File: config.mk
export PLATFORM = sky130hd
export DESIGN_NAME = ascii_to_signed_integer
export DESIGN_NICKNAME = d
export VERILOG_FILES = /design/src/sv/a2i_pkg.sv /design/src/sv/a2i_step.sv /design/src/sv/ascii_to_signed_integer.sv
export SDC_FILE = /design/constraint.sdc
export NUM_CORES = 2
export LEC_CHECK = 0
export BUFFER_PORTS_ARGS = -buffer_cell sky130_fd_sc_hd__buf_2
export CELL_PAD_IN_SITES_DETAIL_PLACEMENT = 0
export CELL_PAD_IN_SITES_GLOBAL_PLACEMENT = 1
export CORE_MARGIN = 2
export CORE_UTILIZATION = 40
export CTS_CLUSTER_DIAMETER = 150
export DETAILED_ROUTE_END_ITERATION = 8
export PLACE_DENSITY_LB_ADDON = 0.12
export SYNTH_ARGS = -nofsm -noshare
export SYNTH_HDL_FRONTEND = slang
export SYNTH_SLANG_ARGS = --single-unit
export TNS_END_PERCENT = 5
File: constraint.sdc
create_clock -name clk -period 30.3 [get_ports clk]
set_input_delay 6.06 -clock clk [delete_from_list [all_inputs] [get_ports clk]]
set_output_delay 6.06 -clock clk [all_outputs]
set_load 0.02 [all_outputs]
File: src/sv/a2i_pkg.sv
// a2i_pkg: shared widths, phase and status codes, character constants and
// the state and result structs of the string-to-integer converter.
// No dependencies.
`default_nettype none

package a2i_pkg;

  localparam int VALUE_BITS  = 64;
  localparam int OFFSET_BITS = 16;

  localparam int IN_TDATA_W  = 16;
  localparam int OUT_TDATA_W = 88;
  localparam int VALUE_W     = 64;
  localparam int STATUS_W    = 2;
  localparam int OFFSET_W    = 16;

  localparam logic [2:0] PH_IDLE   = 3'd0;
  localparam logic [2:0] PH_LEAD   = 3'd1;
  localparam logic [2:0] PH_SIGNED = 3'd2;
  localparam logic [2:0] PH_ZERO   = 3'd3;
  localparam logic [2:0] PH_DIGITS = 3'd4;

  localparam logic [1:0] ST_OK       = 2'd0;
  localparam logic [1:0] ST_OVERFLOW = 2'd1;
  localparam logic [1:0] ST_BAD_BASE = 2'd2;

  localparam logic [5:0] RADIX_MAX   = 6'd36;
  localparam logic [5:0] RADIX_BIN   = 6'd2;
  localparam logic [5:0] RADIX_OCT   = 6'd8;
  localparam logic [5:0] RADIX_DEC   = 6'd10;
  localparam logic [5:0] RADIX_HEX   = 6'd16;
  localparam logic [5:0] RADIX_AUTO  = 6'd0;
  localparam logic [5:0] RADIX_UNARY = 6'd1;
  localparam logic [5:0] DIGIT_NONE  = 6'd36;

  localparam logic [7:0] CASE_BIT = 8'h20;
  localparam logic [7:0] CH_ZERO  = 8'h30;
  localparam logic [7:0] CH_NINE  = 8'h39;
  localparam logic [7:0] CH_UA    = 8'h41;
  localparam logic [7:0] CH_UZ    = 8'h5A;
  localparam logic [7:0] CH_LA    = 8'h61;
  localparam logic [7:0] CH_LZ    = 8'h7A;
  localparam logic [7:0] CH_LB    = 8'h62;
  localparam logic [7:0] CH_LO    = 8'h6F;
  localparam logic [7:0] CH_LX    = 8'h78;
  localparam logic [7:0] CH_PLUS  = 8'h2B;
  localparam logic [7:0] CH_MINUS = 8'h2D;
  localparam logic [7:0] CH_SPACE = 8'h20;
  localparam logic [7:0] CH_TAB   = 8'h09;
  localparam logic [7:0] CH_CR    = 8'h0D;

  typedef struct packed {
    logic [2:0]             phase;
    logic                   negative;
    logic [5:0]             base;
    logic [VALUE_BITS-1:0]  magnitude;
    logic                   overflowed;
    logic [OFFSET_BITS-1:0] position;
    logic [OFFSET_BITS-1:0] end_position;
  } a2i_state_t;

  typedef struct packed {
    logic [VALUE_W-1:0]  value;
    logic [STATUS_W-1:0] status;
    logic [OFFSET_W-1:0] end_offset;
  } a2i_res_t;

endpackage

`default_nettype wire

File: src/sv/a2i_step.sv
// a2i_step: next-state and result logic for one character of a conversion:
// start handling, whitespace, sign, prefix, digit multiply-add and saturation.
// Depends on a2i_pkg.
`default_nettype none

module a2i_step (
  input  a2i_pkg::a2i_state_t st,
  input  logic [7:0]          ch,
  input  logic                start_req,
  input  logic [5:0]          radix,
  output a2i_pkg::a2i_state_t st_nxt,
  output logic                emit,
  output a2i_pkg::a2i_res_t   res
);
  import a2i_pkg::*;

  localparam logic [VALUE_BITS-1:0]  HALF_V  = {1'b1, {(VALUE_BITS-1){1'b0}}};
  localparam logic [VALUE_BITS-1:0]  MAX_V   = ~HALF_V;
  localparam logic [OFFSET_BITS-1:0] POS_MAX = '1;

  a2i_state_t             s;
  logic                   bad_base;
  logic [7:0]             lc;
  logic                   is_space;
  logic                   is_sign;
  logic                   is_zero;
  logic [5:0]             eff_base;
  logic [5:0]             dig;
  logic                   dig_ok;
  logic                   prefix;
  logic [VALUE_BITS+5:0]  prod;
  logic [VALUE_BITS+5:0]  limit;
  logic [OFFSET_BITS-1:0] pos_adv;
  logic [VALUE_BITS-1:0]  val_v;
  logic [VALUE_BITS+VALUE_W-1:0] val_ext;
  logic [OFFSET_BITS+OFFSET_W-1:0] end_ext;

  always_comb begin
    s = st;
    if (start_req) begin
      s.negative     = 1'b0;
      s.magnitude    = '0;
      s.overflowed   = 1'b0;
      s.position     = '0;
      s.end_position = '0;
      s.base         = radix;
      s.phase        = PH_LEAD;
    end
    bad_base = start_req && (radix == RADIX_UNARY || radix > RADIX_MAX);
  end

  always_comb begin
    lc       = ch | CASE_BIT;
    is_space = (ch == CH_SPACE) || (ch >= CH_TAB && ch <= CH_CR);
    is_sign  = (ch == CH_PLUS) || (ch == CH_MINUS);
    is_zero  = (ch == CH_ZERO);

    if (s.phase == PH_ZERO && s.base == RADIX_AUTO) begin
      if (lc == CH_LX)      eff_base = RADIX_HEX;
      else if (lc == CH_LB) eff_base = RADIX_BIN;
      else                  eff_base = RADIX_OCT;
    end else if (s.base == RADIX_AUTO) begin
      eff_base = RADIX_DEC;
    end else begin
      eff_base = s.base;
    end
    if (eff_base < RADIX_BIN || eff_base > RADIX_MAX) eff_base = RADIX_DEC;

    if (ch >= CH_ZERO && ch <= CH_NINE)  dig = 6'(ch - CH_ZERO);
    else if (ch >= CH_UA && ch <= CH_UZ) dig = 6'(ch - CH_UA + 8'd10);
    else if (ch >= CH_LA && ch <= CH_LZ) dig = 6'(ch - CH_LA + 8'd10);
    else                                 dig = DIGIT_NONE;
    dig_ok = dig < eff_base;

    prefix = (s.phase == PH_ZERO) &&
             ((eff_base == RADIX_HEX && lc == CH_LX) ||
              (eff_base == RADIX_BIN && lc == CH_LB) ||
              (eff_base == RADIX_OCT && lc == CH_LO));

    prod  = {6'b0, s.magnitude} * {{VALUE_BITS{1'b0}}, eff_base}
          + {{VALUE_BITS{1'b0}}, dig};
    limit = {6'b0, (s.negative ? HALF_V : MAX_V)};

    pos_adv = (s.position == POS_MAX) ? s.position : s.position + 1'b1;
  end

  always_comb begin
    if (s.overflowed) val_v = s.negative ? HALF_V : MAX_V;
    else              val_v = s.negative ? (~s.magnitude + 1'b1) : s.magnitude;
    val_ext = {{VALUE_W{val_v[VALUE_BITS-1]}}, val_v};
    end_ext = {{OFFSET_W{1'b0}}, s.end_position};
  end

  always_comb begin
    st_nxt         = s;
    emit           = 1'b0;
    res.value      = val_ext[VALUE_W-1:0];
    res.status     = s.overflowed ? ST_OVERFLOW : ST_OK;
    res.end_offset = end_ext[OFFSET_W-1:0];
    if (bad_base) begin
      st_nxt.phase   = PH_IDLE;
      emit           = 1'b1;
      res.value      = '0;
      res.status     = ST_BAD_BASE;
      res.end_offset = '0;
    end else begin
      unique case (s.phase) inside
        PH_IDLE: begin
        end
        PH_LEAD, PH_SIGNED, PH_ZERO, PH_DIGITS: begin
          if (s.phase == PH_LEAD && is_space) begin
            st_nxt.position = pos_adv;
          end else if (s.phase == PH_LEAD && is_sign) begin
            st_nxt.negative = (ch == CH_MINUS);
            st_nxt.position = pos_adv;
            st_nxt.phase    = PH_SIGNED;
          end else if ((s.phase == PH_LEAD || s.phase == PH_SIGNED) && is_zero) begin
            st_nxt.position     = pos_adv;
            st_nxt.end_position = pos_adv;
            st_nxt.phase        = PH_ZERO;
          end else if (prefix) begin
            st_nxt.base     = eff_base;
            st_nxt.position = pos_adv;
            st_nxt.phase    = PH_DIGITS;
          end else begin
            st_nxt.base = eff_base;
            if (!dig_ok) begin
              emit         = 1'b1;
              st_nxt.phase = PH_IDLE;
            end else begin
              st_nxt.position     = pos_adv;
              st_nxt.end_position = pos_adv;
              st_nxt.phase        = PH_DIGITS;
              if (!s.overflowed) begin
                if (prod > limit) st_nxt.overflowed = 1'b1;
                else              st_nxt.magnitude  = prod[VALUE_BITS-1:0];
              end
            end
          end
        end
        default: begin
          st_nxt.phase = PH_IDLE;
        end
      endcase
    end
  end

endmodule

`default_nettype wire

File: src/sv/ascii_to_signed_integer.sv
// Character-serial string to signed 64-bit integer converter (strtol style).
// One character request is taken per clock, back to back, while the output is
// not stalled; the character that ends the number waits in the input register
// and its result is then captured in the output register. The cycle is set by
// the digit step: one multiply-add of the running magnitude by the base with
// a compare against the signed limit. A request with in_tuser high starts a
// conversion and samples the radix; a bad radix answers at once with status 2.
// Characters outside a conversion are dropped. Depends on a2i_pkg and a2i_step.
`default_nettype none

module ascii_to_signed_integer (
  input  logic                               clk,
  input  logic                               rst_n,
  input  logic                               in_tvalid,
  output logic                               in_tready,
  input  logic [a2i_pkg::IN_TDATA_W-1:0]     in_tdata,  // ch[7:0], radix[13:8]
  input  logic                               in_tuser,  // start_req
  output logic                               out_tvalid,
  input  logic                               out_tready,
  output logic [a2i_pkg::OUT_TDATA_W-1:0]    out_tdata  // value[63:0], status[65:64],
                                                        // end_offset[81:66]
);
  import a2i_pkg::*;

  logic       in_vld_r;
  logic [7:0] ch_r;
  logic       start_r;
  logic [5:0] radix_r;
  logic       out_vld_r;
  a2i_res_t   res_r;
  a2i_state_t st_r;
  a2i_state_t st_nxt;
  logic       emit;
  a2i_res_t   res;
  logic       go;

  assign go        = in_vld_r && (!out_vld_r || out_tready);
  assign in_tready = !in_vld_r || go;

  a2i_step u_step (
    .st        (st_r),
    .ch        (ch_r),
    .start_req (start_r),
    .radix     (radix_r),
    .st_nxt    (st_nxt),
    .emit      (emit),
    .res       (res)
  );

  always_ff @(posedge clk) begin
    if (!rst_n) begin
      in_vld_r  <= 1'b0;
      out_vld_r <= 1'b0;
      st_r      <= '0;
    end else begin
      if (in_tready) in_vld_r <= in_tvalid;
      if (go) st_r <= st_nxt;
      if (go && emit)      out_vld_r <= 1'b1;
      else if (out_tready) out_vld_r <= 1'b0;
    end
  end

  always_ff @(posedge clk) begin
    if (in_tvalid && in_tready) begin
      ch_r    <= in_tdata[7:0];
      radix_r <= in_tdata[13:8];
      start_r <= in_tuser;
    end
    if (go && emit) res_r <= res;
  end

  assign out_tvalid = out_vld_r;
  assign out_tdata  = {6'b0, res_r.end_offset, res_r.status, res_r.value};

`ifndef SYNTH
  a_ovf_phase: assert property (@(posedge clk) disable iff (!rst_n)
    st_r.overflowed |-> (st_r.phase == PH_DIGITS || st_r.phase == PH_IDLE))
    else $error("overflow flag outside digit phase");

  a_end_le_pos: assert property (@(posedge clk) disable iff (!rst_n)
    st_r.end_position <= st_r.position)
    else $error("end offset beyond position");

  a_out_from_step: assert property (@(posedge clk) disable iff (!rst_n)
    $rose(out_vld_r) |-> $past(go))
    else $error("result without a processed request");

  a_bad_base_zero: assert property (@(posedge clk) disable iff (!rst_n)
    (out_vld_r && res_r.status == ST_BAD_BASE) |->
      (res_r.value == '0 && res_r.end_offset == '0))
    else $error("bad base result not zero");
`endif

endmodule

`default_nettype wire
# Word level (Yosys, flattened, before mapping)

Cells that the tools add are included.

Multipliers: 1
Bitwise operators: 1
Reduce and logical (&&, ||, !) cells: 31
Muxes and demuxes: 47
Eq/ne operators: 16
Add/sub/neg operators: 8
Order comparisons: 13

Operators with widths:

| cell                                                                   | number |
|---|---|
| 64-bit two-way mux                                                     | 4 |
| 104-bit two-way mux                                                    | 2 |
| 71-bit two-way mux                                                     | 2 |
| 65-bit two-way mux                                                     | 2 |
| 16-bit two-way mux                                                     | 7 |
| 107-bit two-way mux                                                    | 1 |
| 97-bit two-way mux                                                     | 1 |
| 75-bit two-way mux                                                     | 1 |
| 70-bit by 6-bit adder with 70-bit output                               | 1 |
| 70-bit by 64-bit > comparator with 1-bit output                        | 1 |
| 64-bit by 6-bit multiplier with 70-bit output                          | 1 |
| 64-bit by 1-bit adder with 64-bit output (second input constant)       | 1 |
| 64-bit NOT                                                             | 1 |
| 6-bit two-way mux                                                      | 6 |
| 8-bit by 6-bit == test with 1-bit output (second input constant)       | 4 |
| 32-bit two-way mux                                                     | 1 |
| 7-bit by 6-bit == test with 1-bit output (second input constant)       | 3 |
| 16-bit by 1-bit adder with 16-bit output (second input constant)       | 1 |
| 16-bit == test (second input constant)                                 | 1 |
| 8-bit by 7-bit >= comparator with 1-bit output (second input constant) | 2 |
| 8-bit by 7-bit <= comparator with 1-bit output (second input constant) | 2 |
| 1-bit logical AND                                                      | 16 |
| 3-bit two-way mux                                                      | 5 |
| 6-bit by 4-bit adder with 6-bit output (second input constant)         | 2 |
| other kinds (26)                                                       | 49 |

Register bits after elaboration: 206
Logic and storage cells: 132

# Longest topological paths before layout

Word-level depth: 20
Mapped depth: 45

# By module

A second synthesis with hierarchy kept.

Cells, all modules: 3,364
Area, all modules: 27,304.9 um2

By module, submodules not included:

| module                  | cells each | times used | area an instance (um2) |
|---|---|---|---|
| a2i_step                | 2,784      | 1          | 20,009.2 |
| ascii_to_signed_integer | 580        | 1          | 7,295.7 |

# Worst setup path before layout

OpenSTA, ideal clock, no wires.

Path type: in2out
From: in out_tready
To: out in_tready
Stages on the path: 2
Path slack: 17.855 ns
Arrival time: 6.385 ns
Cells stage by stage: nor2b_1 nand2_1

Cells in the longest elaborated chain, start to end: 3

Ends and longest elaborated chain:

| item              | RTL line                      | text |
|---|---|---|
| start, declared   | ascii_to_signed_integer.sv:19 | `input logic out_tready,` |
| 1-bit logical OR  | ascii_to_signed_integer.sv:37 | `assign go = in_vld_r && (!out_vld_r \|\| out_tready);` |
| 1-bit logical AND | ascii_to_signed_integer.sv:37 |  |
| 1-bit logical OR  | ascii_to_signed_integer.sv:38 | `assign in_tready = !in_vld_r \|\| go;` |
| end, declared     | ascii_to_signed_integer.sv:15 | `output logic in_tready,` |

No other way between the ends.

# Worst setup path after layout

From: reg start_r
To: reg st_r[65] (netlist name)

Cells in the longest elaborated chain, start to end: 19
Elaborated cells on any way between the ends: 42
Those cells by class: add/sub: 1; mul: 1; order compare: 4; eq/ne: 7; mux: 14; reduce/logical: 15

Ends and longest elaborated chain:

| item                                                                                       | RTL line                                       | text |
|---|---|---|
| start, declared                                                                            | ascii_to_signed_integer.sv:27                  | `logic start_r;` |
| start signal, assigned                                                                     | ascii_to_signed_integer.sv:67                  | `start_r <= in_tuser;` |
| 107-bit two-way mux                                                                        | a2i_step.sv:40                                 | `if (start_req) begin` |
| 6-bit zero test / 3-bit by 2-bit == test with 1-bit output (equally long branches)         | a2i_step.sv:58, a2i_step.sv:62, a2i_step.sv:75 |  |
| 6-bit two-way mux / 1-bit logical AND (equally long branches)                              | a2i_step.sv:62, a2i_step.sv:58                 |  |
| 6-bit two-way mux                                                                          | a2i_step.sv:58                                 | `if (s.phase == PH_ZERO && s.base == RADIX_AUTO) begin` |
| 6-bit by 2-bit < comparator with 1-bit output / 6-bit > comparator (equally long branches) | a2i_step.sv:67                                 | `if (eff_base < RADIX_BIN \|\| eff_base > RADIX_MAX) eff_base = RADIX_DEC;` |
| 1-bit logical OR                                                                           | a2i_step.sv:67                                 |  |
| 6-bit two-way mux                                                                          | a2i_step.sv:67                                 |  |
| 64-bit by 6-bit multiplier with 70-bit output                                              | a2i_step.sv:80                                 | `prod = {6'b0, s.magnitude} * {{VALUE_BITS{1'b0}}, eff_base}` |
| (+3 left out)                                                                              | n/a                                            |  |
| 65-bit two-way mux                                                                         | a2i_step.sv:134                                | `if (!s.overflowed) begin` |
| 97-bit two-way mux                                                                         | a2i_step.sv:127                                | `if (!dig_ok) begin` |
| 65-bit two-way mux                                                                         | a2i_step.sv:121                                | `end else if (prefix) begin` |
| 71-bit two-way mux                                                                         | a2i_step.sv:117                                | `end else if ((s.phase == PH_LEAD \|\| s.phase == PH_SIGNED) && is_zero) begin` |
| 71-bit two-way mux                                                                         | a2i_step.sv:113                                | `end else if (s.phase == PH_LEAD && is_sign) begin` |
| 75-bit two-way mux                                                                         | a2i_step.sv:111                                | `if (s.phase == PH_LEAD && is_space) begin` |
| 104-bit two-way mux                                                                        | a2i_step.sv:107                                | `unique case (s.phase) inside` |
| 104-bit two-way mux (*)                                                                    | a2i_step.sv:100                                | `if (bad_base) begin` |
| end signal, assigned                                                                       | ascii_to_signed_integer.sv:57                  | `if (go) st_r <= st_nxt;` |
| end, declared                                                                              | ascii_to_signed_integer.sv:31                  | `a2i_state_t st_r;` |

Mark *: on every way between the ends. The rest lies on a longest branch, timed or not.
A chain may end at the register's enable or synchronous reset.

==> reports/metrics.yaml <==
sta:
  tightest_slew_ps: 1120
  tns_ps: 0
  finalCritPeriodShare_pct: 45.5
  fin_ws_ps: 16520
  grt_setup_unrepaired: "false"
  setup_viol: 0
  fmax_mhz: 72.5
  timing.hold.ws_ps: 466
  drv_slew: 0
  relSlewSlack_pct: 23.3
  hold_violations: 0
  finalClockSkew_ps: 26.2
  min_period_ps: 13780
placed_design:
  dp.final_hpwl_um: 62800
  io_buffers: 102
  dpl_worst_slack_ps: 16630
  gp_congestion: 0.898
global_route:
  overflow: 0
  grt_max_degree: 86
  grt_pass1_vias: 22700
  antenna_found_initial: 0
  grt_use_total_pct: 24.7
  grt_pass1_wl_um: 131000
yosys:
  synth_area_leaders: "fa_1, edfxtp_1, ha_1, dfxtp_1, nor2_1"
  yosys.cell_types.count: 108
  yosysSeqAreaShare_pct: 19.6
  yosys.area.top_type: "fa_1"
  synth_top_flop_cell: "dfxtp_1"
  synthesis.area_um2: 26000
  async_flop_share_pct: 0
  synth-edff-count: 97
  ys_ff_latch: 206
  synth_area_per_cell_um2: 8.54
  netlist_instances: 3048
  yosys_warnings: 0
  synth_top_area_share_pct: 19.4
finish:
  drive_gt1_share_pct: 7.81
  final_nets: 3540
  n_antenna_cell: 0
  final_cell_mix: "nor2_1, nand2_1, fa_1"
  fillCellCount: 6451
  syn2layout_area_growth_pct: 6.81
  final_common_cell: "nor2_1"
cts:
  clk-insertion-delay-late_ps: 610
  clk_pin_slew_worst_paths_ps: 60
  cts_tree: "built"
  clockBufferDepth: 3
  cts_buffers: 29
  cts_max_level: 1
  cts-resized-gates: 0
  root_buffer: "clkbuf_16"
  clock_sinks: 206
  postCtsHoldBufs: 0
  cts_setup_buffers: 0
critical_path:
  critical-path-top-delay-family: "compound AO/OA/AOI/OAI gates"
  crit_top_cell: "buf_4"
  worst-path-buf-inv: 6
  cp-start-kind: "flop"
  slowest_stage: "clkinv_1"
  crit_arrival_ps: 14330
  cp_slowest_stage_delay_ps: 750
  criticalPathCategory: "flop to flop"
  worstSetupEndpointType: "flop"
  critPathMaxFanout: 64
  required_ps: 30840
die:
  die_w_um: 259
  fp.dieArea_um2: 67100
  fp-row-count: 93
  dieHeight_um: 259
  core_area_um2: 64300
  initial_core_util_pct: 40.4
  ioPinCount: 111
detailed_routing:
  ant_nets: 0
  drt-vias-per-instance: 5.72
  dr.pass1.iters: 5
  wl_per_cell_um: 21.0
  num_vias: 22400
  drtIter0Drc: 1701
  post-route-drc-count: 0
  drt-total-wl_um: 82300
outcome:
  outcome: "complete, no violations"
power_and_ir_drop:
  p_sw_share_pct: 29.5
  power_frac_comb_pct: 12.3
  seq_power_share_pct: 39.7
  ir_worst_vdd_uv: 42.9
  power_switching_uw: 224
  powerDensity_nw_per_um2: 27.4
  power_leakage_nw: 12.7
  clkPwrFrac_pct: 47.9
  intPower_uw: 536
run:
  cap_viol_max_count: 0
min_path:
  hold_path.class: "flop to flop"
[kinds of logic after synthesis]
group / Yosys count / share of synthesized area (%)
multiplexers: 36 / 1.43
other: 1 / 0.0144
AND/OR/NAND/NOR: 1218 / 21.9
flip-flops: 206 / 19.6
buffers and inverters: 385 / 7.23
AO/OA/AOI/OAI: 644 / 16.8
XOR/XNOR: 79 / 2.66
adder cells (fa/ha/maj): 479 / 30.3
[layer usage]
| metal | up-vias | global-route usage (%) | routed length (µm) |
|---|---|---|---|
| met5 | - | 0 | 0 |
| met4 | 0 | 5.39 | 1770 |
| met3 | 100 | 2.77 | 4060 |
| met2 | 603 | 39.8 | 37100 |
| met1 | 11100 | 35.5 | 39300 |
| li1 | 10600 | - | - |
[cells in the mapped netlist (all sizes together) (21+ instances only)]
| cell type | instances |
|---|---|
| xor2 | 33 |
| nand2b | 25 |
| o21ai | 108 |
| a21oi | 186 |
| nor2b | 92 |
| nor3b | 39 |
| o22a | 48 |
| ha | 227 |
| nor4 | 22 |
| a31oi | 23 |
| nand4 | 45 |
| a22o | 72 |
| fa | 252 |
| o21a | 21 |
| inv | 203 |
| clkbuf | 119 |
| edfxtp | 97 |
| nor2 | 452 |
| a21o | 33 |
| buf | 53 |
| mux2i | 26 |
| nand3 | 51 |
| nand2 | 343 |
| xnor2 | 46 |
| nor3 | 56 |
| dfxtp | 109 |
[final cells by class]
type	count	area, µm²	share of cell area [%]
Timing Repair Buffer	134	751	2.70
Clock inverter	15	188	0.675
Multi-Input combinational cell	2462	19100	68.7
Sequential cell	206	5100	18.4
Clock buffer	38	821	2.95
Tap cell	855	1070	3.85
Inverter	207	777	2.80
[flip-flops by register name, indices dropped and copies added, names as in the netlist]
name        flops
out_tvalid      1
out_tdata      82
radix_r         6
in_vld_r        1
st_r          107
start_r         1
ch_r            8
[power groups by stage]
| stage | clock network [mW] | registers [mW] | logic, mW |
|---|---|---|---|
| detailed placement | 0 | 0.308 | 0.0933 |
| global route | 0.381 | 0.303 | 0.101 |
| floorplan | 0 | 0.313 | 0.0529 |
| global placement | 0 | 0.308 | 0.0925 |
| finish | 0.364 | 0.302 | 0.0939 |
| CTS | 0.374 | 0.302 | 0.0935 |
[worst register-to-register path, delay by kind of cell (launching register included)]
| family | cells | cell delay, ps |
|---|---|---|
| AO/OA/AOI/OAI | 14 | 4110 |
| XOR/XNOR | 1 | 270 |
| adder cells (fa/ha/maj) | 6 | 2530 |
| buffers and inverters | 6 | 3470 |
| flip-flops | 1 | 320 |
| AND/OR/NAND/NOR | 12 | 3040 |
[per-stage QoR]
stage / utilization, % / cells / cell area, µm² / power, mW
floorplan: - / 3053 / 26000 / 0.366
CTS: 43.2 / 3917 / 27800 / 0.770
finish: 43.2 / 3917 / 27800 / 0.761
detailed placement: 41.6 / 3864 / 26800 / 0.401
global route: 43.2 / 3917 / 27800 / 0.784
global placement: 41.6 / 3864 / 26800 / 0.400
[worst paths after layout]
path | start | end | slack [ps] | cells past startpoint
hold / removal | st_r[16] | st_r[16] | 470 | 2
hold reg to reg | st_r[16] | st_r[16] | 470 | 2
setup reg to reg | start_r | st_r[65] | 16520 | 39
setup / recovery | start_r | st_r[65] | 16520 | 39
Note: power is estimated with default switching activity, not from simulation.
